**src/rtl/pgb_pkg.sv**
```systemverilog
// shared types, constants and saturation helpers of the particle ground bounce block
package pgb_pkg;

    localparam int unsigned WORD_W      = 32;
    localparam int unsigned CNT_W       = 8;
    localparam int unsigned Q_FRAC_BITS = 16;
    localparam int unsigned PROD_W      = 2 * WORD_W;
    localparam int unsigned SHIFT_W     = PROD_W - Q_FRAC_BITS;

    typedef logic signed [WORD_W-1:0] t_word;
    typedef logic signed [PROD_W-1:0] t_prod;

    localparam t_word WORD_MAX = {1'b0, {(WORD_W-1){1'b1}}};
    localparam t_word WORD_MIN = {1'b1, {(WORD_W-1){1'b0}}};

    // configuration register indexes
    typedef enum logic [0:0] {
        CFG_GROUND_HEIGHT = 1'b0,
        CFG_BOUNCE_SCALE  = 1'b1
    } t_cfg_index;

    // one particle word
    typedef struct packed {
        t_word            px;
        t_word            py;
        t_word            pz;
        t_word            vx;
        t_word            vy;
        t_word            vz;
        logic [CNT_W-1:0] bounces;
        logic             last;
    } t_particle;

    // particle plus the ground contact flag found at entry
    typedef struct packed {
        t_particle item;
        logic      below;
    } t_side;

    // load strobes of the two multiply stages
    typedef struct packed {
        logic load_mul;
        logic load_sat;
    } t_scale_ctl;

    // load strobes of the side pipeline and the output register
    typedef struct packed {
        logic load_s2;
        logic load_s3;
        logic load_out;
    } t_resolve_ctl;

    // clamp a shifted product to the word range
    function automatic t_word sat_shifted(input logic signed [SHIFT_W-1:0] v);
        t_word res;
        if ((v[SHIFT_W-1:WORD_W-1] == '0) || (v[SHIFT_W-1:WORD_W-1] == '1)) begin
            res = v[WORD_W-1:0];
        end else if (v[SHIFT_W-1]) begin
            res = WORD_MIN;
        end else begin
            res = WORD_MAX;
        end
        return res;
    endfunction

    // saturating word add
    function automatic t_word sat_add(input t_word a, input t_word b);
        logic signed [WORD_W:0] s;
        t_word                  res;
        s = {a[WORD_W-1], a} + {b[WORD_W-1], b};
        if (s[WORD_W] != s[WORD_W-1]) begin
            res = s[WORD_W] ? WORD_MIN : WORD_MAX;
        end else begin
            res = s[WORD_W-1:0];
        end
        return res;
    endfunction

endpackage

```
**src/rtl/pgb_scale.sv**
```systemverilog
// one velocity axis: q16.16 multiply, then optional negate, floor shift and clamp
module pgb_scale
    import pgb_pkg::*;
(
    input  logic       i_clk,
    input  t_scale_ctl i_ctl,
    input  logic       i_negate,
    input  t_word      i_scale,
    input  t_word      i_vel,
    output t_word      o_vel
);

    t_prod r_prod;
    t_prod n_prod;
    t_word r_vel;
    t_word n_vel;
    t_prod w_adj;
    logic signed [SHIFT_W-1:0] w_shift;

    // full 64-bit product
    assign n_prod = PROD_W'(i_vel) * PROD_W'(i_scale);

    // negate exactly, arithmetic shift rounds toward minus infinity
    always_comb begin
        w_adj   = i_negate ? -r_prod : r_prod;
        w_shift = w_adj[PROD_W-1:Q_FRAC_BITS];
        n_vel   = sat_shifted(w_shift);
    end

    always_ff @(posedge i_clk) begin
        if (i_ctl.load_mul) begin
            r_prod <= n_prod;
        end
        if (i_ctl.load_sat) begin
            r_vel <= n_vel;
        end
    end

    assign o_vel = r_vel;

endmodule

```
**config.mk**
```make
export PLATFORM = sky130hd
export DESIGN_NAME = pgb_scale
export DESIGN_NICKNAME = d
export VERILOG_FILES = /design/src/rtl/pgb_pkg.sv /design/src/rtl/pgb_scale.sv
export SDC_FILE = /design/constraint.sdc
export NUM_CORES = 2
export LEC_CHECK = 0
export ABC_AREA = 1
export BUFFER_PORTS_ARGS = -buffer_cell sky130_fd_sc_hd__buf_2
export CELL_PAD_IN_SITES_DETAIL_PLACEMENT = 0
export CELL_PAD_IN_SITES_GLOBAL_PLACEMENT = 1
export CORE_ASPECT_RATIO = 1.5
export CORE_UTILIZATION = 51
export CTS_CLUSTER_SIZE = 24
export DETAILED_ROUTE_END_ITERATION = 16
export PLACE_DENSITY_LB_ADDON = 0.1
export SYNTH_ARGS = -nofsm -noshare
export SYNTH_HDL_FRONTEND = slang
export SYNTH_SLANG_ARGS = --single-unit
export TNS_END_PERCENT = 5
```
**constraint.sdc**
```tcl
create_clock -name i_clk -period 11.8 [get_ports i_clk]
set_clock_uncertainty 0.2 [all_clocks]
set_input_delay 2.95 -clock i_clk [delete_from_list [all_inputs] [get_ports i_clk]]
set_output_delay 2.95 -clock i_clk [all_outputs]
set_load 0.005 [all_outputs]
```
==> impl_metrics.py <==
metrics = {
    "outcome": {
        "outcome": "finished clean",
    },
    "critical_path": {
        "critPathCaptureType": "flip-flop",
        "critical_path_class": "input port to flip-flop",
        "crit_path_top_delay_cell": "nor4_1",
        "start_kind": "input port",
        "cp.required_ns": 11.72,
        "critical_path.max_stage_delay_ns": 0.78,
        "crit_fanout": 32,
        "cp_top_family": "adder cells",
        "path_buf_inv": 8,
        "crit_arrival_ns": 10.66,
        "crit_top_cell": "fa_1",
    },
    "cts": {
        "cts_buffer_depth": 2,
        "insertion_delay_ns": 0.37,
        "clk_pin_slew_ns": 0.08,
        "cts_root_buf": "clkbuf_16",
        "cts_hold_buf": 0,
        "ctsHtreeMaxLevel": 3,
        "cts_sinks": 96,
        "post_cts_buffers": 0,
        "numCtsBuffers": 9,
        "cts_resized": 0,
        "cts_tree": "yes",
    },
    "logic_synthesis": {
        "synth.area.top_cells": "fa_1, inv_1, nand2_1, edfxtp_1, ha_1",
        "yosysUniqueCellTypes": 39,
        "synthCells": 5178,
        "ys.warnings.count": 0,
        "syn_area_per_cell_um2": 8.185,
        "syn_area_um2": 42380,
        "yosysSeqAreaShare_pct": 6.802,
        "synth_top_area_share_pct": 51.11,
        "ys_seq_elements": 96,
        "yosysTopAreaCell": "fa_1",
        "synth_nets": 6512,
    },
    "place": {
        "dp_hpwl_um": 105800,
        "dp_cells": 6180,
        "port_buffers": 99,
        "place_ws_ns": 0.6727,
        "gp_congestion": 0.9332,
    },
    "detailed_routing": {
        "drtIter0Drc": 1746,
        "drc": 0,
        "avgRoutedWirePerCell_um": 19.70,
        "dr.pass1.iters": 5,
        "vias": 31598,
        "viasPerCell": 5.098,
        "wl_um": 122100,
        "ant_nets": 0,
    },
    "timing": {
        "slew_headroom_pct": 36.69,
        "hold_violations": 0,
        "rsz0062_at_grt": "no",
        "max_freq_ghz": 0.09315,
        "fin_tns_setup_ns": 0,
        "holdWs_ns": 0.4700,
        "period_share_pct": 90.98,
        "slew_viol_final": 0,
        "tightest_slew_ns": 0.9410,
        "period_minus_slack_ns": 10.74,
        "setup_viol": 0,
        "fin_ws_ns": 1.064,
    },
    "die": {
        "die_x_um": 237.4,
        "io_pins": 100,
        "fp-row-count": 129,
        "start_util_pct": 51.49,
        "coreArea_um2": 82320,
        "fp.dieH_um": 355.1,
        "dieArea_um2": 84280,
    },
    "global_route": {
        "grt_overflow_total": 0,
        "grt_max_degree": 65,
        "grt_pass1_wl_um": 196500,
        "grt_pass1_vias": 35321,
        "antenna_found_initial": 4,
        "grt_use_total_pct": 30.73,
    },
    "cells_and_area": {
        "fillCellCount": 8155,
        "drive_gt1_share_pct": 3.963,
        "stdcell_count": 6198,
        "final_nets": 6477,
        "syn_to_final_growth_pct": 4.068,
    },
    "run": {
        "max-cap-violations": 0,
    },
    "hold_path": {
        "hp-class": "flip-flop to flip-flop",
    },
}
## state kept, by name, indices dropped and copies added, names as in the netlist
| register | cells |
|---|---|
| o_vel | 32 |
| r_prod | 64 |
## worst min-delay path, cell delays in order (launching register included)
cell and delay (ns):
edfxtp_1 0.35, nand3_1 0.07, nand2_1 0.12
## cells by family (layout without fill, tap and decap cells)
logic type                 after synthesis  after routing  synth area share, %
DFF                                     96             96                6.802
buffers and inverters                 1779           1749                15.89
other                                    0              2                    0
AOI/OAI and AO/OA                      207            207                2.722
adders and majority gates             1266           1266                56.54
xor gates and xnor gates               105            105                2.170
and+or+nand+nor                       1725           1725                15.88
## layout make-up
type	count	area [um^2]	area share, %
Inverter	1575	5912	13.40
Timing Repair Buffer	158	938.4	2.128
Clock buffer	9	225.2	0.5106
Tap cell	1048	1311	2.973
Multi-Input combinational cell	3303	32770	74.29
Antenna cell	2	5.005	0.01135
Clock inverter	7	65.06	0.1475
Sequential cell	96	2883	6.536
## Yosys cell counts
master	count
and3_1	1
nor3_1	12
nor3_2	2
o31ai_1	1
ha_1	184
o211ai_1	3
nor2_2	9
nand4_1	12
o21bai_1	4
a211oi_1	1
a31oi_1	18
nor4_1	8
a21oi_1	82
and2_1	1
xor2_1	67
a31o_2	1
nor2_1	251
o21ai_0	68
fa_1	1082
or2_2	8
buf_1	2
nand2_1	1339
o221ai_1	1
a221oi_1	3
a21boi_0	1
a21oi_2	1
buf_2	2
buf_6	7
clkbuf_1	193
o21a_1	2
edfxtp_1	96
inv_1	1575
nand3_1	70
nand3_2	2
o21ai_1	4
a21o_1	17
nand3b_1	3
nand2_2	7
xnor2_1	38
## final timing paths
path / slack [ns] / depth (start not counted) / startpoint / end
setup / recovery: 1.06 / 25 / i_scale[3] / r_prod[48]
hold / removal: 0.47 / 2 / r_prod[63] / o_vel[31]
setup reg to reg: 8.69 / 13 / r_prod[23] / o_vel[15]
hold reg to reg: 0.47 / 2 / r_prod[63] / o_vel[31]
## metal layers
metal  GRT usage, %  vias to the layer above  part of all wire [%]
met5              0                        -                 0.029
met4          10.77                        6                   4.0
met3          2.032                      239                   3.5
met2          60.02                      815                    56
met1          34.85                    16139                    37
li1               -                    14399                     -
## cells in the final DEF (no fill, tap or decap), types with 7 or more instances in the layout
master / synthesis / routed
a21o_1: 17 / 17
a21oi_1: 82 / 82
a31oi_1: 18 / 18
buf_2: 2 / 99
buf_4: 0 / 59
clkbuf_16: 0 / 9
edfxtp_1: 96 / 96
fa_1: 1082 / 1082
ha_1: 184 / 184
inv_1: 1575 / 1575
nand2_1: 1339 / 1339
nand2_2: 7 / 7
nand3_1: 70 / 70
nand4_1: 12 / 12
nor2_1: 251 / 251
nor2_2: 9 / 9
nor3_1: 12 / 12
nor4_1: 8 / 8
o21ai_0: 68 / 68
or2_2: 8 / 8
xnor2_1: 38 / 38
xor2_1: 67 / 67
## per-stage QoR
step                      area [um^2]  utilization [%]
final                           44100            53.58
after global routing            44100            53.58
after CTS                       44100            53.57
after detailed placement        43810            53.22
after global placement          43810            53.22
after floorplan                 42380                -
Power is not shown: default switching activity piles up to over one toggle a cycle in this logic, so the estimate is an artifact.
