**config.mk**
```make
export PLATFORM = sky130hd
export DESIGN_NAME = pgb_front
export DESIGN_NICKNAME = d
export VERILOG_FILES = /design/src/rtl/pgb_pkg.sv /design/src/rtl/pgb_front.sv
export SDC_FILE = /design/constraint.sdc
export NUM_CORES = 1
export LEC_CHECK = 0
export BUFFER_PORTS_ARGS = -buffer_cell sky130_fd_sc_hd__buf_2
export CORE_AREA = 2 2 169 171
export CTS_BUF_LIST = sky130_fd_sc_hd__clkbuf_16
export DETAILED_ROUTE_END_ITERATION = 6
export DIE_AREA = 0 0 171 173
export GPL_TIMING_DRIVEN = 0
export PLACE_DENSITY = 0.52
export SLEW_MARGIN = 40
export SYNTH_ARGS = -nofsm -noshare
export SYNTH_HDL_FRONTEND = slang
export SYNTH_SLANG_ARGS = --single-unit
```
**constraint.sdc**
```tcl
create_clock -name i_clk -period 3.1 [get_ports i_clk]
set_input_delay 0.31 -clock i_clk [delete_from_list [all_inputs] [get_ports i_clk]]
set_output_delay 0.31 -clock i_clk [all_outputs]
set_load 0.005 [all_outputs]
```
**src/rtl/pgb_pkg.sv**
```systemverilog
// shared types, constants and saturation helpers of the particle ground bounce block
package pgb_pkg;

    localparam int unsigned WORD_W      = 32;
    localparam int unsigned CNT_W       = 8;
    localparam int unsigned Q_FRAC_BITS = 16;
    localparam int unsigned PROD_W      = 2 * WORD_W;
    localparam int unsigned SHIFT_W     = PROD_W - Q_FRAC_BITS;

    typedef logic signed [WORD_W-1:0] t_word;
    typedef logic signed [PROD_W-1:0] t_prod;

    localparam t_word WORD_MAX = {1'b0, {(WORD_W-1){1'b1}}};
    localparam t_word WORD_MIN = {1'b1, {(WORD_W-1){1'b0}}};

    // configuration register indexes
    typedef enum logic [0:0] {
        CFG_GROUND_HEIGHT = 1'b0,
        CFG_BOUNCE_SCALE  = 1'b1
    } t_cfg_index;

    // one particle word
    typedef struct packed {
        t_word            px;
        t_word            py;
        t_word            pz;
        t_word            vx;
        t_word            vy;
        t_word            vz;
        logic [CNT_W-1:0] bounces;
        logic             last;
    } t_particle;

    // particle plus the ground contact flag found at entry
    typedef struct packed {
        t_particle item;
        logic      below;
    } t_side;

    // load strobes of the two multiply stages
    typedef struct packed {
        logic load_mul;
        logic load_sat;
    } t_scale_ctl;

    // load strobes of the side pipeline and the output register
    typedef struct packed {
        logic load_s2;
        logic load_s3;
        logic load_out;
    } t_resolve_ctl;

    // clamp a shifted product to the word range
    function automatic t_word sat_shifted(input logic signed [SHIFT_W-1:0] v);
        t_word res;
        if ((v[SHIFT_W-1:WORD_W-1] == '0) || (v[SHIFT_W-1:WORD_W-1] == '1)) begin
            res = v[WORD_W-1:0];
        end else if (v[SHIFT_W-1]) begin
            res = WORD_MIN;
        end else begin
            res = WORD_MAX;
        end
        return res;
    endfunction

    // saturating word add
    function automatic t_word sat_add(input t_word a, input t_word b);
        logic signed [WORD_W:0] s;
        t_word                  res;
        s = {a[WORD_W-1], a} + {b[WORD_W-1], b};
        if (s[WORD_W] != s[WORD_W-1]) begin
            res = s[WORD_W] ? WORD_MIN : WORD_MAX;
        end else begin
            res = s[WORD_W-1:0];
        end
        return res;
    endfunction

endpackage

```
**src/rtl/pgb_front.sv**
```systemverilog
// entry stage: captures the particle word and finds ground contact
module pgb_front
    import pgb_pkg::*;
(
    input  logic      i_clk,
    input  logic      i_load,
    input  t_particle i_item,
    input  t_word     i_ground,
    output t_side     o_side
);

    t_side r_side;
    t_side n_side;

    // contact test against the ground plane
    always_comb begin
        n_side.item  = i_item;
        n_side.below = (i_item.py < i_ground);
    end

    always_ff @(posedge i_clk) begin
        if (i_load) begin
            r_side <= n_side;
        end
    end

    assign o_side = r_side;

endmodule

```
==> results of run 1 <==
layer usage:
layer	GRT usage (%)	vias to the layer above	part of all wire, %
met5	0	-	0
met4	4.520	0	2.5
met3	4.967	35	9.8
met2	25.40	270	51
met1	15.02	2516	37
li1	-	2541	-
layout make-up:
cell class | instances | area [µm²]
fill | 2517 | 15210
inverter | 31 | 116.4
clock buffer | 25 | 625.6
clock inverter | 19 | 209.0
timing repair buffer | 638 | 4249
antenna | 1 | 2.502
multi-input combinational | 77 | 673.1
tap | 378 | 473.0
sequential | 202 | 6066
worst min-delay path by stage:
| stage | startpoint | to | slack, ps | cells after the start |
|---|---|---|---|---|
| 6_report | i_item[152] | o_side[153] | 30 | 1 |
| 5_1_grt | i_item[152] | o_side[153] | 2 | 1 |
| 4_1_cts | i_item[152] | o_side[153] | 5 | 1 |
| 3_5_place_dp | i_item[98] | o_side[99] | 490 | 1 |
| 3_3_place_gp | i_item[85] | o_side[86] | 490 | 1 |
| 2_1_floorplan | i_item[99] | o_side[100] | 410 | 0 |
critical path, stage by stage:
cell           delay, ps
dlygate4sd3_1        530
buf_2                140
ha_1                 320
a211oi_2             220
nor2_1                80
a211o_1              280
a311oi_2             310
o21ai_1              120
mux2i_1              130
what timing repair did:
action,CTS,global route
endpoints found under the setup margin,0,0
gates resized for setup,0,0
hold endpoints to repair,200,0
hold buffers,200,0
where the power goes:
group          switching, µW  internal [µW]  total, µW
Combinational            327            450        777
Clock                   1120           1800       2920
Sequential              53.9           3250       3300
Total                   1500           5500       7000
logic make-up (layout without fill, tap and decap cells):
kind of cell | after synthesis | count (layout) | share of synthesized area, %
AO/OA/AOI/OAI | 23 | 23 | 2.263
adder cells (fa/ha/maj) | 31 | 31 | 5.658
buffers and inverters | 31 | 713 | 1.697
flip-flops | 202 | 202 | 88.48
multiplexers | 1 | 1 | 0.1460
other | 0 | 1 | 0
AND/OR/NAND/NOR | 22 | 22 | 1.752
stage by stage:
stage	hold WS (ps)	total power (µW)	cell area, µm²	setup slack (ps)
finish	26.55	7002	12410	936.1
global route	1.886	7314	12410	825.6
CTS	4.712	7109	12410	894.5
detailed placement	488.1	3935	9575	900.0
global placement	486.8	3932	9510	-1091
floorplan	408.9	3465	6855	1267
Yosys cell counts (all sizes together):
| master | n |
|---|---|
| nand2b | 1 |
| o21bai | 1 |
| edfxtp | 202 |
| nor3 | 1 |
| mux2i | 1 |
| nand4 | 5 |
| ha | 31 |
| a311oi | 1 |
| nand3 | 6 |
| a31oi | 2 |
| a211oi | 1 |
| nand2 | 3 |
| inv | 31 |
| a211o | 1 |
| a21boi | 1 |
| a22o | 1 |
| o21ai | 4 |
| a21o | 3 |
| a21oi | 8 |
| and3 | 2 |
| nor2 | 3 |
| or4b | 1 |
==> summary.md, run 1 <==
| Metric | Value |
|---|---|
| Max reg flops | 202 |
| Port Buffer Count | around 440 |
| ANT nets after route | 0 |
| Cells after Synth | slightly above 300 |
| Die H | 173 µm |
| Die ar. | approximately 30000 µm² |
| Synth Cell Area | roughly 7000 µm² |
| RSZ-0062 raised after global routing | false |
| Via count | between 5000 and 6000 |
| Crit Path Max Fanout | 2 |
| Fmax | about 460 MHz |
| Post-synth top area share | 88.48% |
| DR WL/cell | 15.95 µm |
| CTS Buf Count | 24 |
| Global Route Usage Sum | about 14% |
| H-tree Lvls | 1 |
| Core Box Area | roughly 28000 µm² |
| Setup crit start kind | primary input |
| Vias/cell | around 4 |
| Clk sinks | between 200 and 250 |
| Row cnt | 61 |
| Max_cap viols | 0 |
| Largest area contributor in the netlist | edfxtp_1 |
| Maximum clock path buffer count | 3 |
| Relative slew margins | around two thirds |
| Post-Syn Nets | around 580 |
| Ys Warns | 0 |
| Initial DRC count | roughly 230 |
| Post-Layout Cell Count | between 1000 and 1500 |
| Vias in the first global route | between 5000 and 6000 |
| Final Max Tran Viols | 0 |
| Setup CP Type | in -> reg |
| Fin crit share | roughly 70% |
| Gr ovfl total | 0 |
| Synth Register Bits | about 200 |
| Num ports | 437 |
| Leakage | approximately 0.0055 µW |
| Setup TNS | 0 ps |
| Post-route DRC violation count | 0 |
| Placer Congestion | 0.7324 |
| Hold Fails Final Rpt | 0 |
| Mapped Avg Cell Area | 22.11 µm² |
| Worst-Margin Slew | around 520 ps |
| Root buffer cell | clkbuf_16 |
| Layout cell share with drive strength beyond 1 | between 40% and 50% |
| Commonest non-fill, non-tap cell in the layout | buf_2 |
| Initial antenna violation count | 1 |
| Nets | between 1000 and 1500 |
| WP data arrival | about 2400 ps |
| Starting Density | between 20% and 30% |
| Largest net degree at the start of global routing | 77 |
| Commonest non-fill, non-tap cells in the layout | buf_2, edfxtp_1, dlygate4sd3_1 |
| Hpwl dp | approximately 15000 µm |
| First-pass GRT wire length | between 30000 and 40000 µm |
| Endpoint type of the worst setup path | register |
| Critical path required time | around 3400 ps |
| Outcome | completed |
| Seq/Total Area, Yosys | 88.48% |
| Min Tclk post-route | approximately 2200 ps |
| P&R area growth vs syn | 81.09% |
| Critical Path Sink | o_side[0] |
| Peak supply drop | about 430 µV |
| Crit path launch | i_item[150] |
| Dominant cells by area after synthesis | edfxtp_1, ha_1, inv_1 |
| Die X | ~170 µm |
| Clock transition at path regs | approximately 60 ps |
| CTS tree | done |
| Placed insts | between 1000 and 1500 |
| Min-Delay Path Class | in -> reg |
| Final WL | 21870 µm |
| DR pass1 iterations | 4 |
| Postcts setup bufs | 0 |
| Distinct cells, synth | 24 |
| Power Density | ~560 nW/µm² |
| Final core utilization | about 45% |
| Setup violators final | 0 |
No activity file was read; power rests on OpenSTA's default activity.
==> run 2, diff against run 1 <==
- ABC_AREA: default -> 1
- CORE_AREA: 2 2 169 171 -> 2 2 170 172
- DIE_AREA: 0 0 171 173 -> 0 0 172 174
- PLACE_DENSITY: 0.52 -> 0.54
- clock period: 3.1 -> 1.9 ns (I/O delays scaled with it)
==> run 2 against run 1 <==
  * Utilization fell by 0.67 points
  * Via count rose by 2.0%
  * Setup slack got worse by 650 ps
  * Critical path type unchanged
  * Critical endpoint unchanged
  * Largest cell class unchanged
==> summary.md, run 2 <==
| Metric | Value |
|---|---|
| Min Tclk post-route | 1618 ps |
| DR WL/cell | about 16 µm |
| Gr ovfl total | 0 |
| Outcome | completed |
| Final Max Tran Viols | 0 |
| Vias/cell | slightly below 4 |
| CTS Buf Count | 24 |
| Mapped Avg Cell Area | slightly above 20 µm² |
| P&R area growth vs syn | 80.49% |
| Dominant cells by area after synthesis | edfxtp_1, ha_1, inv_1 |
| Die H | around 170 µm |
| Cells after Synth | 337 |
| Maximum clock path buffer count | 3 |
| Synth Cell Area | ~6900 µm² |
| Synth Register Bits | 202 |
| Post-route DRC violation count | 0 |
| Min-Delay Path Class | in -> reg |
| Commonest non-fill, non-tap cell in the layout | buf_2 |
| H-tree Lvls | 1 |
| Die ar. | between 20000 and 30000 µm² |
| Most common cell in the netlist | edfxtp_1 |
| ANT nets after route | 0 |
| First-pass GRT wire length | ~32000 µm |
| DR pass1 iterations | 4 |
| Hpwl dp | approximately 15000 µm |
| Distinct cells, synth | 15 |
| Crit Path Max Fanout | 2 |
| Vias in the first global route | between 5000 and 6000 |
| Post-synth top area share | between 80% and 90% |
| Critical path required time | approximately 2200 ps |
| Hold Path End | o_side[90] |
| Ys Warns | 0 |
| Starting Density | 24.53% |
| DP Worst Slack | roughly 270 ps |
| Asr flop ratio synth | 0% |
| Clock transition at path regs | 60 ps |
| Hold Startpoint | i_load |
| Setup crit start kind | primary input |
| Row cnt | 62 |
| Clk sinks | 202 |
| Seq/Total Area, Yosys | roughly 90% |
| Setup CP Type | in -> reg |
| Nets | 1269 |
| Port Buffer Count | about 440 |
| Largest net degree at the start of global routing | 75 |
| Commonest cells post-synth | edfxtp_1, inv_1, ha_1 |
| Post-synth EDFFs | between 200 and 250 |
| Worst-Margin Slew | slightly below 400 ps |
| Endpoint type of the worst setup path | register |
| Setup violators final | 0 |
| Final core utilization | 44.27% |
| Root buffer cell | clkbuf_16 |
| Relative slew margins | around 74% |
| Layout cell share with drive strength beyond 1 | a little under half |
| Max_cap viols | 0 |
| Leakage | 0.005580 µW |
| Hold Fails Final Rpt | 0 |
| Hold-critical path depth | 1 |
| Max reg flops | about 200 |
| Via count | about 5500 |
| Ys flop type | edfxtp_1 |
| Initial DRC count | 180 |
| Postcts setup bufs | 0 |
| Post-Syn Nets | around 600 |
| Peak supply drop | about 460 µV |
| Global Route Usage Sum | between 10 and 15% |
| Num ports | roughly 440 |
| Largest area contributor in the netlist | edfxtp_1 |
| Fin crit share | between 80% and 90% |
| Fin Hold WS | 87.10 ps |
| RSZ-0062 raised after global routing | false |
| WP data arrival | around 1900 ps |
| CTS tree | done |
| Core Box Area | roughly 28000 µm² |
| Post_cts resized | 0 |
| Initial antenna violation count | 1 |
| Total power | about 11000 µW |
| Placer Congestion | between 0.7 and 0.8 |
| Final WL | roughly 22000 µm |
| Die X | approximately 170 µm |
| Final WS setup | between 200 and 300 ps |
| Power Density | approximately 910 nW/µm² |
| Fmax | slightly above 600 MHz |
| Commonest non-fill, non-tap cells in the layout | buf_2, edfxtp_1, dlygate4sd3_1 |
[run 2: changes by cell type after synthesis, sizes merged, moves of 3 or more]
cell | previous run | this run
nand2 | 3 | 29
inv | 31 | 41
a21oi | 8 | 16
nand3 | 6 | 2
nand4 | 5 | 2
[run 2: timing repair]
action	CTS	global route
endpoints found under the hold margin	201	0
hold buffers	201	0
endpoints found under the setup margin	0	0
[run 2: final cells by class]
cell class | count | area (µm²)
Fill cell | 2592 | 15740
Clock buffer | 25 | 625.6
Timing Repair Buffer | 640 | 4287
Clock inverter | 17 | 178.9
Tap cell | 384 | 480.5
Inverter | 41 | 153.9
Multi-Input combinational cell | 94 | 705.7
Sequential cell | 202 | 6066
Antenna cell | 1 | 2.502
[run 2: how the worst max path moves through the flow]
stage	from	endpoint	cells past startpoint
after CTS	i_item[142]	o_side[0]	13
final	i_item[142]	o_side[0]	13
after global placement	i_load	o_side[64]	1
after floorplan	i_ground[17]	o_side[0]	9
after global routing	i_item[142]	o_side[0]	13
after detailed placement	i_item[142]	o_side[0]	12
[run 2: layer usage]
metal	up-vias	wire [µm]	global-route usage [%]
li1	2595	-	-
met1	2570	8269	15.36
met2	273	11270	25.57
met3	30	2225	4.394
met4	0	501	4.062
met5	-	0	0
[run 2: metrics by stage]
| step | setup TNS, ps | instance area [µm²] | std cells |
|---|---|---|---|
| 3_3_place_gp | -433550 | 9588 | 1157 |
| 2_1_floorplan | 0 | 6925 | 337 |
| 4_1_cts | 0 | 12500 | 1403 |
| 3_5_place_dp | 0 | 9681 | 1160 |
| 6_report | 0 | 12500 | 1404 |
| 5_1_grt | 0 | 12500 | 1404 |
[run 2: cells by family (layout without fill, tap and decap cells)]
group,count (synthesis),in the layout,synth area share (%)
fa+ha+maj,31,31,5.601
flops,202,202,87.59
simple gates,40,40,2.529
other cells,0,1,0
buf+inv,41,723,2.222
compound gates,23,23,2.060
[run 2: report_power, final]
| group | leakage [µW] | internal [µW] | switching [µW] |
|---|---|---|---|
| registers | 0.00198 | 5300 | 87.0 |
| logic | 0.00320 | 746 | 558 |
| clock network | 0.000403 | 2810 | 1840 |
| total | 0.00558 | 8850 | 2490 |
[run 2: worst max-delay path: stages]
cell           delay [ps]
dlygate4sd3_1         540
buf_2                 130
ha_1                  310
a21oi_2               140
nor2_1                 60
nor3_2                 90
nand2_1                80
nand2_1                60
nand2_1                70
nand2_1                80
nand2_1                50
nand2_1                50
nand2_1                40
